==> src/sv/lpc_pkg.sv <==
package lpc_pkg;

    // Number of cache entries.
    localparam int CAPACITY = 16;

    // Entry index, scan counter and recency rank widths.
    localparam int IDX_W = (CAPACITY > 1) ? $clog2(CAPACITY) : 1;
    localparam int CNT_W = $clog2(CAPACITY + 1);
    localparam int AGE_W = IDX_W;

    // Fixed field widths.
    localparam int FUNC_W  = 2;
    localparam int KEY_W   = 32;
    localparam int PRICE_W = 32;

    // Operation codes.
    localparam logic [FUNC_W-1:0] FUNC_LOOKUP = 2'd0;
    localparam logic [FUNC_W-1:0] FUNC_INSERT = 2'd1;
    localparam logic [FUNC_W-1:0] FUNC_ERASE  = 2'd2;

    // One stored entry: key pattern, Q16.16 price and recency rank (0 is newest).
    typedef struct packed {
        logic [KEY_W-1:0]   key;
        logic [PRICE_W-1:0] value;
        logic [AGE_W-1:0]   age;
    } entry_t;

    localparam int ENTRY_W = $bits(entry_t);

endpackage

==> src/sv/lpc_if.sv <==
// Request channel: one lookup, insert or erase word.
interface lpc_req_if;
    logic                               valid;
    logic                               ready;
    logic [lpc_pkg::FUNC_W-1:0]         func;
    logic signed [lpc_pkg::KEY_W-1:0]   key;
    logic [lpc_pkg::PRICE_W-1:0]        price;

    modport source (output valid, output func, output key, output price, input ready);
    modport sink   (input valid, input func, input key, input price, output ready);
endinterface

// Response channel: one result word per request.
interface lpc_rsp_if;
    logic                               valid;
    logic                               ready;
    logic                               hit;
    logic [lpc_pkg::PRICE_W-1:0]        read_price;
    logic                               evicted;
    logic signed [lpc_pkg::KEY_W-1:0]   evicted_key;

    modport source (output valid, output hit, output read_price, output evicted,
                    output evicted_key, input ready);
    modport sink   (input valid, input hit, input read_price, input evicted,
                    input evicted_key, output ready);
endinterface

==> src/sv/lpc_ram.sv <==
module lpc_ram #(
    parameter int WIDTH = 8,
    parameter int DEPTH = 16
) (
    input  logic                                   clk,
    input  logic                                   we,
    input  logic [(DEPTH > 1 ? $clog2(DEPTH) : 1)-1:0] waddr,
    input  logic [WIDTH-1:0]                       wdata,
    input  logic [(DEPTH > 1 ? $clog2(DEPTH) : 1)-1:0] raddr,
    output logic [WIDTH-1:0]                       rdata
);

    logic [WIDTH-1:0] mem [DEPTH];

    // One write port, one registered read port.
    always_ff @(posedge clk)
    begin
        if (we)
        begin
            mem[waddr] <= wdata;
        end
        rdata <= mem[raddr];
    end

endmodule

==> src/sv/lru_keyed_price_cache_top.sv <==
// Channel  Dir  Word contents
// req      in   func, key, price
// rsp      out  hit, read_price, evicted, evicted_key
//
// A request makes one pass over the entries when nothing changes and two when
// recency ranks are rewritten, set by the entry memory's single read port: one
// pass reads every entry to match the key, a second pass reads every entry and
// writes back every valid entry to update ranks.
// Reset clears the valid bits and the occupancy at once; no clearing pass is needed.
// A new request is taken while a finished response still waits in the output register.
module lru_keyed_price_cache_top (
    input  logic     clk,
    input  logic     rst_n,
    lpc_req_if.sink  req,
    lpc_rsp_if.source rsp
);

    import lpc_pkg::*;

    // Sequencer states.
    localparam logic [2:0] S_IDLE   = 3'd0;
    localparam logic [2:0] S_SCAN   = 3'd1;
    localparam logic [2:0] S_DECIDE = 3'd2;
    localparam logic [2:0] S_UPD    = 3'd3;
    localparam logic [2:0] S_DONE   = 3'd4;

    // Rank update modes for the writeback pass.
    localparam logic [1:0] MODE_NONE    = 2'd0;
    localparam logic [1:0] MODE_PROMOTE = 2'd1;
    localparam logic [1:0] MODE_INSERT  = 2'd2;
    localparam logic [1:0] MODE_ERASE   = 2'd3;

    localparam logic [CNT_W-1:0] CNT_LAST = CNT_W'(CAPACITY);

    logic [2:0]          state_reg, state_next;
    logic [CNT_W-1:0]    cnt_reg;
    logic                pipe_vld_reg;
    logic [IDX_W-1:0]    pipe_idx_reg;
    logic [CAPACITY-1:0] valid_reg;
    logic [CNT_W-1:0]    occ_reg;
    logic [1:0]          mode_reg, mode_next;
    logic                out_valid_reg;

    // Request payload.
    logic [FUNC_W-1:0]   func_reg;
    logic [KEY_W-1:0]    key_reg;
    logic [PRICE_W-1:0]  price_reg;

    // Scan results.
    logic                found_reg;
    logic [IDX_W-1:0]    fslot_reg;
    logic [AGE_W-1:0]    fage_reg;
    logic [PRICE_W-1:0]  fvalue_reg;
    logic                mx_any_reg;
    logic [IDX_W-1:0]    mx_slot_reg;
    logic [AGE_W-1:0]    mx_age_reg;
    logic [KEY_W-1:0]    mx_key_reg;
    logic                free_any_reg;
    logic [IDX_W-1:0]    free_slot_reg;

    // Decision and staged result.
    logic [IDX_W-1:0]    tslot_reg, tslot_next;
    logic [AGE_W-1:0]    tage_reg, tage_next;
    logic                res_hit_reg, res_hit_next;
    logic [PRICE_W-1:0]  res_price_reg, res_price_next;
    logic                res_ev_reg, res_ev_next;
    logic [KEY_W-1:0]    res_evkey_reg, res_evkey_next;
    logic [CAPACITY-1:0] valid_next;
    logic [CNT_W-1:0]    occ_next;

    // Output register.
    logic                out_hit_reg;
    logic [PRICE_W-1:0]  out_price_reg;
    logic                out_ev_reg;
    logic [KEY_W-1:0]    out_evkey_reg;

    logic                req_acc;
    logic                out_load;
    logic                pass_active;
    logic                pass_end;
    logic [IDX_W-1:0]    ram_raddr;
    logic [ENTRY_W-1:0]  ram_rdata;
    logic                ram_we;
    logic [ENTRY_W-1:0]  ram_wdata;
    entry_t              rd_entry;
    entry_t              wr_entry;

    assign req.ready = (state_reg == S_IDLE);
    assign req_acc   = req.valid && req.ready;
    assign out_load  = (state_reg == S_DONE) && (!out_valid_reg || rsp.ready);

    assign pass_active = (state_reg == S_SCAN) || (state_reg == S_UPD);
    assign pass_end    = pass_active && (cnt_reg == CNT_LAST);

    assign rd_entry  = entry_t'(ram_rdata);
    assign ram_raddr = (cnt_reg < CNT_LAST) ? cnt_reg[IDX_W-1:0] : '0;

    // Entry memory: keys, prices and ranks.
    lpc_ram #(
        .WIDTH (ENTRY_W),
        .DEPTH (CAPACITY)
    ) u_entry_ram (
        .clk   (clk),
        .we    (ram_we),
        .waddr (pipe_idx_reg),
        .wdata (ram_wdata),
        .raddr (ram_raddr),
        .rdata (ram_rdata)
    );

    // Writeback pass: rewrite the rank of each valid entry, place a new entry.
    always_comb
    begin
        wr_entry = rd_entry;
        case (mode_reg)
            MODE_PROMOTE:
            begin
                if (pipe_idx_reg == tslot_reg)
                begin
                    wr_entry.age = '0;
                end
                else if (rd_entry.age < tage_reg)
                begin
                    wr_entry.age = rd_entry.age + AGE_W'(1);
                end
            end
            MODE_INSERT:
            begin
                if (pipe_idx_reg == tslot_reg)
                begin
                    wr_entry.key   = key_reg;
                    wr_entry.value = price_reg;
                    wr_entry.age   = '0;
                end
                else
                begin
                    wr_entry.age = rd_entry.age + AGE_W'(1);
                end
            end
            MODE_ERASE:
            begin
                if (rd_entry.age > tage_reg)
                begin
                    wr_entry.age = rd_entry.age - AGE_W'(1);
                end
            end
            default:
            begin
                wr_entry = rd_entry;
            end
        endcase
    end

    assign ram_wdata = ENTRY_W'(wr_entry);
    assign ram_we    = (state_reg == S_UPD) && pipe_vld_reg && valid_reg[pipe_idx_reg];

    // Decision after the scan: result fields, target slot and bookkeeping.
    always_comb
    begin
        mode_next      = MODE_NONE;
        tslot_next     = fslot_reg;
        tage_next      = fage_reg;
        res_hit_next   = 1'b0;
        res_price_next = '0;
        res_ev_next    = 1'b0;
        res_evkey_next = '0;
        valid_next     = valid_reg;
        occ_next       = occ_reg;
        case (func_reg)
            FUNC_LOOKUP:
            begin
                if (found_reg)
                begin
                    mode_next      = MODE_PROMOTE;
                    res_hit_next   = 1'b1;
                    res_price_next = fvalue_reg;
                end
            end
            FUNC_INSERT:
            begin
                if (found_reg)
                begin
                    mode_next    = MODE_PROMOTE;
                    res_hit_next = 1'b1;
                end
                else
                begin
                    mode_next = MODE_INSERT;
                    if (occ_reg >= CNT_LAST && mx_any_reg)
                    begin
                        // Full: the oldest entry gives up its slot.
                        tslot_next     = mx_slot_reg;
                        res_ev_next    = 1'b1;
                        res_evkey_next = mx_key_reg;
                    end
                    else
                    begin
                        tslot_next = free_slot_reg;
                        occ_next   = occ_reg + CNT_W'(1);
                    end
                    valid_next[tslot_next] = 1'b1;
                end
            end
            FUNC_ERASE:
            begin
                if (found_reg)
                begin
                    mode_next             = MODE_ERASE;
                    res_hit_next          = 1'b1;
                    valid_next[fslot_reg] = 1'b0;
                    occ_next              = occ_reg - CNT_W'(1);
                end
            end
            default:
            begin
                mode_next = MODE_NONE;
            end
        endcase
    end

    // Sequencer next state.
    always_comb
    begin
        state_next = state_reg;
        case (state_reg)
            S_IDLE:
            begin
                if (req_acc)
                begin
                    state_next = S_SCAN;
                end
            end
            S_SCAN:
            begin
                if (pass_end)
                begin
                    state_next = S_DECIDE;
                end
            end
            S_DECIDE:
            begin
                state_next = (mode_next == MODE_NONE) ? S_DONE : S_UPD;
            end
            S_UPD:
            begin
                if (pass_end)
                begin
                    state_next = S_DONE;
                end
            end
            S_DONE:
            begin
                if (out_load)
                begin
                    state_next = S_IDLE;
                end
            end
            default:
            begin
                state_next = S_IDLE;
            end
        endcase
    end

    // Control registers.
    always_ff @(posedge clk or negedge rst_n)
    begin
        if (!rst_n)
        begin
            state_reg     <= S_IDLE;
            cnt_reg       <= '0;
            pipe_vld_reg  <= 1'b0;
            valid_reg     <= '0;
            occ_reg       <= '0;
            mode_reg      <= MODE_NONE;
            out_valid_reg <= 1'b0;
        end
        else
        begin
            state_reg <= state_next;

            // Pass counter and read pipeline tag.
            if (pass_active && !pass_end)
            begin
                cnt_reg <= cnt_reg + CNT_W'(1);
            end
            else
            begin
                cnt_reg <= '0;
            end
            pipe_vld_reg <= pass_active && (cnt_reg < CNT_LAST);

            if (state_reg == S_DECIDE)
            begin
                mode_reg  <= mode_next;
                valid_reg <= valid_next;
                occ_reg   <= occ_next;
            end

            if (out_load)
            begin
                out_valid_reg <= 1'b1;
            end
            else if (rsp.ready)
            begin
                out_valid_reg <= 1'b0;
            end
        end
    end

    // Payload, scan and result registers.
    always_ff @(posedge clk)
    begin
        pipe_idx_reg <= cnt_reg[IDX_W-1:0];

        if (req_acc)
        begin
            func_reg     <= req.func;
            key_reg      <= req.key;
            price_reg    <= req.price;
            found_reg    <= 1'b0;
            mx_any_reg   <= 1'b0;
            free_any_reg <= 1'b0;
        end

        // Match, oldest entry and first free slot, one entry a cycle.
        if (state_reg == S_SCAN && pipe_vld_reg)
        begin
            if (valid_reg[pipe_idx_reg])
            begin
                if (!found_reg && rd_entry.key == key_reg)
                begin
                    found_reg  <= 1'b1;
                    fslot_reg  <= pipe_idx_reg;
                    fage_reg   <= rd_entry.age;
                    fvalue_reg <= rd_entry.value;
                end
                if (!mx_any_reg || rd_entry.age > mx_age_reg)
                begin
                    mx_any_reg  <= 1'b1;
                    mx_slot_reg <= pipe_idx_reg;
                    mx_age_reg  <= rd_entry.age;
                    mx_key_reg  <= rd_entry.key;
                end
            end
            else if (!free_any_reg)
            begin
                free_any_reg  <= 1'b1;
                free_slot_reg <= pipe_idx_reg;
            end
        end

        if (state_reg == S_DECIDE)
        begin
            tslot_reg     <= tslot_next;
            tage_reg      <= tage_next;
            res_hit_reg   <= res_hit_next;
            res_price_reg <= res_price_next;
            res_ev_reg    <= res_ev_next;
            res_evkey_reg <= res_evkey_next;
        end

        if (out_load)
        begin
            out_hit_reg   <= res_hit_reg;
            out_price_reg <= res_price_reg;
            out_ev_reg    <= res_ev_reg;
            out_evkey_reg <= res_evkey_reg;
        end
    end

    assign rsp.valid       = out_valid_reg;
    assign rsp.hit         = out_hit_reg;
    assign rsp.read_price  = out_price_reg;
    assign rsp.evicted     = out_ev_reg;
    assign rsp.evicted_key = out_evkey_reg;

endmodule

==> src/flat_wrapper.sv <==
// flat-port wrapper written by rule: the top's interface ports become plain ports
module lru_keyed_price_cache_top_flat import lpc_pkg::*;
  (clk, rst_n, req_valid, req_func, req_key, req_price, req_ready, rsp_valid, rsp_hit, rsp_read_price, rsp_evicted, rsp_evicted_key, rsp_ready);
  lpc_req_if req_i ();
  lpc_rsp_if rsp_i ();
  input  logic clk;
  input  logic rst_n;
  input wire logic [$bits(req_i.valid)-1:0] req_valid;
  input wire logic [$bits(req_i.func)-1:0] req_func;
  input wire logic [$bits(req_i.key)-1:0] req_key;
  input wire logic [$bits(req_i.price)-1:0] req_price;
  output wire logic [$bits(req_i.ready)-1:0] req_ready;
  output wire logic [$bits(rsp_i.valid)-1:0] rsp_valid;
  output wire logic [$bits(rsp_i.hit)-1:0] rsp_hit;
  output wire logic [$bits(rsp_i.read_price)-1:0] rsp_read_price;
  output wire logic [$bits(rsp_i.evicted)-1:0] rsp_evicted;
  output wire logic [$bits(rsp_i.evicted_key)-1:0] rsp_evicted_key;
  input wire logic [$bits(rsp_i.ready)-1:0] rsp_ready;
  assign req_i.valid = req_valid;
  assign req_i.func = req_func;
  assign req_i.key = req_key;
  assign req_i.price = req_price;
  assign req_ready = req_i.ready;
  assign rsp_valid = rsp_i.valid;
  assign rsp_hit = rsp_i.hit;
  assign rsp_read_price = rsp_i.read_price;
  assign rsp_evicted = rsp_i.evicted;
  assign rsp_evicted_key = rsp_i.evicted_key;
  assign rsp_i.ready = rsp_ready;
  lru_keyed_price_cache_top u_core (.clk(clk), .rst_n(rst_n), .req(req_i), .rsp(rsp_i));
endmodule
==> config.mk <==
export PLATFORM = sky130hd
export DESIGN_NAME = lru_keyed_price_cache_top_flat
export DESIGN_NICKNAME = d
export VERILOG_FILES = /design/src/sv/lpc_pkg.sv /design/src/sv/lpc_if.sv /design/src/sv/lpc_ram.sv /design/src/sv/lru_keyed_price_cache_top.sv /design/src/flat_wrapper.sv
export SDC_FILE = /design/constraint.sdc
export NUM_CORES = 2
export LEC_CHECK = 0
export ABC_AREA = 1
export BUFFER_PORTS_ARGS = -buffer_cell sky130_fd_sc_hd__clkbuf_2
export CORE_MARGIN = 8
export CORE_UTILIZATION = 61
export DETAILED_ROUTE_END_ITERATION = 7
export PLACE_DENSITY = 0.78
export SLEW_MARGIN = 20
export SYNTH_ARGS = -nofsm -noshare
export SYNTH_HDL_FRONTEND = slang
export SYNTH_HIERARCHICAL = 1
export SYNTH_SLANG_ARGS = --single-unit
export TNS_END_PERCENT = 1
==> constraint.sdc <==
create_clock -name clk -period 9.2 [get_ports clk]
set_clock_uncertainty 0.2 [all_clocks]
set_input_delay 0.46 -clock clk [delete_from_list [all_inputs] [get_ports clk]]
set_output_delay 0.46 -clock clk [all_outputs]
set_load 0.01 [all_outputs]
-- Yosys cells after proc, flatten, opt, wreduce, memory -nomap -nowiden
Memory sizes are Yosys's and may differ from the RTL's. A register that Yosys moved wholly into a read port is not among the register bits.
Index checks and enable logic that the tools add are counted.
- bits in registers: 330
- RAM bits: 1088
- word-level logic and storage cells: 162
- memories: 1
- memory list (memory ; words ; width ; rd ports ; clocked after memory_dff ; wr ports ; line ; RTL):
    u_core.u_entry_ram.mem ; 16 ; 68 ; 1 ; 1 ; 1 ; lpc_ram.sv:13 ; logic [WIDTH-1:0] mem [DEPTH];
- add/sub/neg operators: 5
- magnitude comparators: 10
- equal/unequal tests: 19
- muxes and demuxes: 55
- bitwise gates (word level): 7
- reductions and logical operators: 34
- operators with widths (kind ; number):
    $mux 64 ; 2
    $mux 4 ; 10
    $eq 32x32->1 ; 1
    $mux 16 ; 2
    $pmux 16 s2 ; 1
    $mux 1 ; 22
    $mux 5 ; 4
    $and 16x16->16 ; 1
    $not 16->16 ; 1
    $or 16x16->16 ; 1
    $lt 4x5->1 const B ; 3
    $mux 3 ; 5
    $pmux 3 s5 ; 1
    $logic_and 1x1->1 ; 12
    $pmux 4 s3 ; 1
    $add 5x1->5 const B ; 2
    $pmux 5 s2 ; 1
    $reduce_and 3->1 ; 3
    $demux 1 s4 ; 2
    $ge 4x1->1 const B ; 2
    $gt 4x4->1 ; 2
    $ne 2x1->1 const B ; 4
    $reduce_and 4->1 ; 2
    $eq 2x2->1 const B ; 3
    other kinds (26) ; 42

-- Logic depth before layout (Yosys ltp)
- depth in word-level cells: 12
- depth in mapped cells: 12
- mapped depth without buffers: 11

-- Hierarchy
The synthesis kept the hierarchy.
- modules (own cells, without submodules) (module ; times used ; cells each ; area an instance (µm²) ; seq. area each (µm²)):
    lpc_ram ; 1 ; 4473 ; 47911.0 ; 34032.6
    lru_keyed_price_cache_top ; 1 ; 1148 ; 13487.9 ; 9674.3

-- Worst setup path after synthesis
No wires, ideal clock.
- kind: reg-to-reg
- start point: reg u_core.pipe_idx_reg[0]
- end point: mem u_core/u_entry_ram/mem[11][0] (netlist bit), enable pin
- arrival: 4.277 ns
- required time: 8.505 ns
- slack: 4.228 ns
- cell stages (with the launch flop): 10
- path buffers: 1
- cells stage by stage: dfxtp_1 -> buf_2 -> inv_2 -> nand2_1 -> nand3_1 -> nand3_1 -> nand3_1 -> a21oi_1 -> nand3_1 -> nor2_1
- cells in the longest elaborated chain, start to end: 5
- RTL lines (what ; line ; RTL):
    start, declared ; lru_keyed_price_cache_top.sv:38 ; logic [IDX_W-1:0] pipe_idx_reg;
    start signal, assigned ; lru_keyed_price_cache_top.sv:314 ; pipe_idx_reg <= cnt_reg[IDX_W-1:0];
    $bmux 1 s4 ; lru_keyed_price_cache_top.sv:155 ; assign ram_we = (state_reg == S_UPD) && pipe_vld_reg && valid_reg[pipe_idx_reg];
    $mux 1 (implied by the code) ; lru_keyed_price_cache_top.sv:155 ;
    $logic_and 1x1->1 ; lru_keyed_price_cache_top.sv:155 ;
    net u_core.ram_we ; lru_keyed_price_cache_top.sv:83 ; logic ram_we;
    $mux 1 ; lpc_ram.sv:18 ; if (we)
    $mux 1 (implied by the code) ; lpc_ram.sv:20 ; mem[waddr] <= wdata;
    end, declared ; lpc_ram.sv:13 ;
The timed path passes the listed nets, and every way through them passes these cells. The select of a mux whose other input is x is not followed.

-- Worst setup path after layout
- start point: reg u_core.pipe_idx_reg[0]
- end point: mem u_core/u_entry_ram/mem[8][9] (netlist bit), enable pin
Same word-level chain as after synthesis.

==> results.json <==
{
  "synth-async-reset-ratio": 0.0222,
  "startpoint_type": "register",
  "rrSetupSlack_ns": 4.36,
  "combPwrFrac": 0.230,
  "synthesis.area_um2": 61400,
  "status": "finished clean",
  "cts_buffers": 149,
  "peakVddDrop_v": 0.000416,
  "grt_max_degree": 244,
  "yosys.area.top_type": "edfxtp_1",
  "die_x_um": 333,
  "power_density_nw_per_um2": 286,
  "whs_ns": 0.153,
  "syn_nets": 5707,
  "p_clk_frac": 0.302,
  "syn_avg_cell_area_um2": 10.9,
  "worstPathCellList": "inv_2 -> nand2_1 -> nand3_1 -> nand3_1 -> nand3_1 -> a21oi_1 -> nand3_1 -> nor2_4 -> buf_4",
  "wire_per_inst_um": 19.5,
  "grt_pass1_wl_um": 216000,
  "slowest_delay_ns": 0.90,
  "synth_cell_types": 42,
  "rsz0062_at_grt": "false",
  "antenna_found_initial": 0,
  "crit_slowest_cell": "nor2_4",
  "cts_tree": "yes",
  "drive_above_1_share": 0.0825,
  "fin_crit_ns": 4.84,
  "wl_um": 141000,
  "synth.most_common_cell": "nand2_1",
  "ys_seq_area_frac": 0.712,
  "multiInputGateArea_um2": 12600,
  "grt_pass1_vias": 39200,
  "sw_frac_of_total": 0.314,
  "port_buffers": 137,
  "die_area_um2": 111000,
  "cp.arrival_ns": 4.99,
  "clk_latency_ns": 0.75,
  "root_buffer": "clkbuf_16",
  "ant_nets": 0,
  "core_area_um2": 100000,
  "drc_errors": 0,
  "gp_congestion": 0.900,
  "cts.sinks": 1486,
  "cts_resized": 0,
  "p_sw_mw": 6.16,
  "setup-tns-final_ns": 0,
  "cts_buffer_depth": 3,
  "synth_edf_count": 1378,
  "path_delay_family": "simple AND/OR/NAND/NOR gates",
  "vias_per_cell": 5.53,
  "worstSetupPathType": "reg2reg",
  "nFillCells": 6597,
  "path_max_fanout": 47,
  "p_leak_nw": 29.0,
  "initial_core_util": 0.614,
  "h-tree-depth": 4,
  "worstPathRequired_ns": 9.35,
  "seqPwrFrac": 0.467,
  "largest_reg_flops": 1088,
  "top_register": "u_core/u_entry_ram/mem",
  "fmax_mhz": 207,
  "final-hold-violation-count": 0,
  "drv_cap": 0,
  "worstMarginPinSlew_ns": 1.29,
  "drt_iter0_drc": 4772,
  "path_clk_slew_ns": 0.06,
  "final_nets": 5878,
  "rows": 116,
  "critPathBufInv": 2,
  "slew_headroom": 0.140,
  "post-route-period-util": 0.526,
  "internal_power_mw": 13.5,
  "crit_top_cell": "nand3_1",
  "synth-main-ff-cell": "edfxtp_1",
  "yosys_warnings": 6,
  "vias": 39900,
  "setup_viol": 0,
  "slew_violations": 0,
  "synthTopCellsByCount": "nand2_1, edfxtp_1, inv_1",
  "overflow": 0,
  "synthTopCellsByArea": "edfxtp_1, nand2_1, nand3_1, inv_1, dfxtp_1",
  "hp-class": "in2async",
  "diodes": 0,
  "track_usage": 0.249,
  "dr.pass1.iters": 6,
  "die_h_um": 333,
  "synth_cells": 5621,
  "reg_top3": "u_core/u_entry_ram/mem: 1088 flops, u_core/u_entry_ram/rdata: 68 flops",
  "io-pin-count": 138,
  "seqCellArea_um2": 43700,
  "end_kind": "register",
  "dp_hpwl_um": 71500,
  "area_growth_pct": 11.8,
  "ys_seq_elements": 1486,
  "netlist.area_leader.share": 0.674
}
logic make-up (layout without fill, tap and decap cells):
family	Yosys count	in the layout	synth area share
adders and majority gates	16	16	0.00338
and+or+nand+nor	2671	2671	0.183
xor gates and xnor gates	21	21	0.00300
DFF	1486	1486	0.712
muxes	1	1	0.000163
AOI/OAI and AO/OA	141	141	0.0125
buffers and inverters	1285	1579	0.0861
power by group through the flow:
stage	clock, mW	sequential (mW)	combinational [mW]
global placement	0	9.29	4.22
floorplan	0	9.19	3.15
global route	6.27	9.22	5.00
CTS	6.01	9.17	4.45
detailed placement	0	9.31	4.38
finish	5.93	9.17	4.51
worst register-to-register path: stages, from the launching register on:
cell     delay (ns)
dfxtp_1        0.82
inv_2          0.17
nand2_1        0.12
nand3_1        0.08
nand3_1        0.15
nand3_1        0.13
a21oi_1        0.50
nand3_1        0.46
nor2_4         0.90
buf_4          0.90
cells in the final DEF (no fill, tap or decap), types with 24 or more instances in the layout:
cell           netlist  final
clkinv_2             0     25
dfxtp_1             75     75
nor2_4               2     24
dfrtp_1             33     33
clkbuf_2             1    137
buf_4               20     57
o21ai_1             36     49
nor2_1             132    110
inv_1             1028   1025
nand3_1            875    875
o21ai_0             75     50
nand2_1           1633   1632
dlygate4sd3_1        0     69
clkbuf_1            50     38
clkbuf_16            0    156
edfxtp_1          1378   1378
o21ai_2             12     24
cell type report:
type	instances	area share
clock buffer	207	0.0616
clock inverter	67	0.00870
inverter	1036	0.0572
multi-input combinational	2850	0.184
sequential	1486	0.637
tap	1298	0.0237
timing repair buffer	269	0.0278
repair_timing:
item	in CTS	in global routing
hold buffers	69	0
endpoints found under the hold margin	106	0
buffers inserted	0	0
setup endpoints to repair	0	0
final timing paths:
check | startpoint | endpoint | cells after the start
max | u_core/pipe_idx_reg[0] | u_core/u_entry_ram/mem[8][9] | 9
min | rst_n | u_core/occ_reg[3] | 2
max reg2reg | u_core/pipe_idx_reg[0] | u_core/u_entry_ram/mem[8][9] | 9
min reg2reg | u_core/fage_reg[2] | u_core/tage_reg[2] | 0
max in group asynchronous | rst_n | u_core/cnt_reg[4] | 2
min in group clk | u_core/fage_reg[2] | u_core/tage_reg[2] | 0
per-layer routing:
| layer | vias to the layer above | global-route usage | part of all wire |
|---|---|---|---|
| met5 | - | 0 | 0 |
| met1 | 18900 | 0.322 | 0.38 |
| met2 | 2063 | 0.420 | 0.49 |
| met3 | 374 | 0.0469 | 0.096 |
| met4 | 0 | 0.0954 | 0.032 |
| li1 | 18600 | - | - |
through the flow:
step                instances  total power, mW  utilization  cell area, um^2  setup slack (ns)
global route             7213             20.5        0.686            68600              4.32
detailed placement       6870             13.7        0.630            63000              4.59
finish                   7213             19.6        0.686            68600              4.36
floorplan                5621             12.3            -            61400              4.23
global placement         6868             13.5        0.630            63000              4.59
CTS                      7213             19.6        0.686            68600              4.52
No activity file was read; power rests on OpenSTA's default activity.
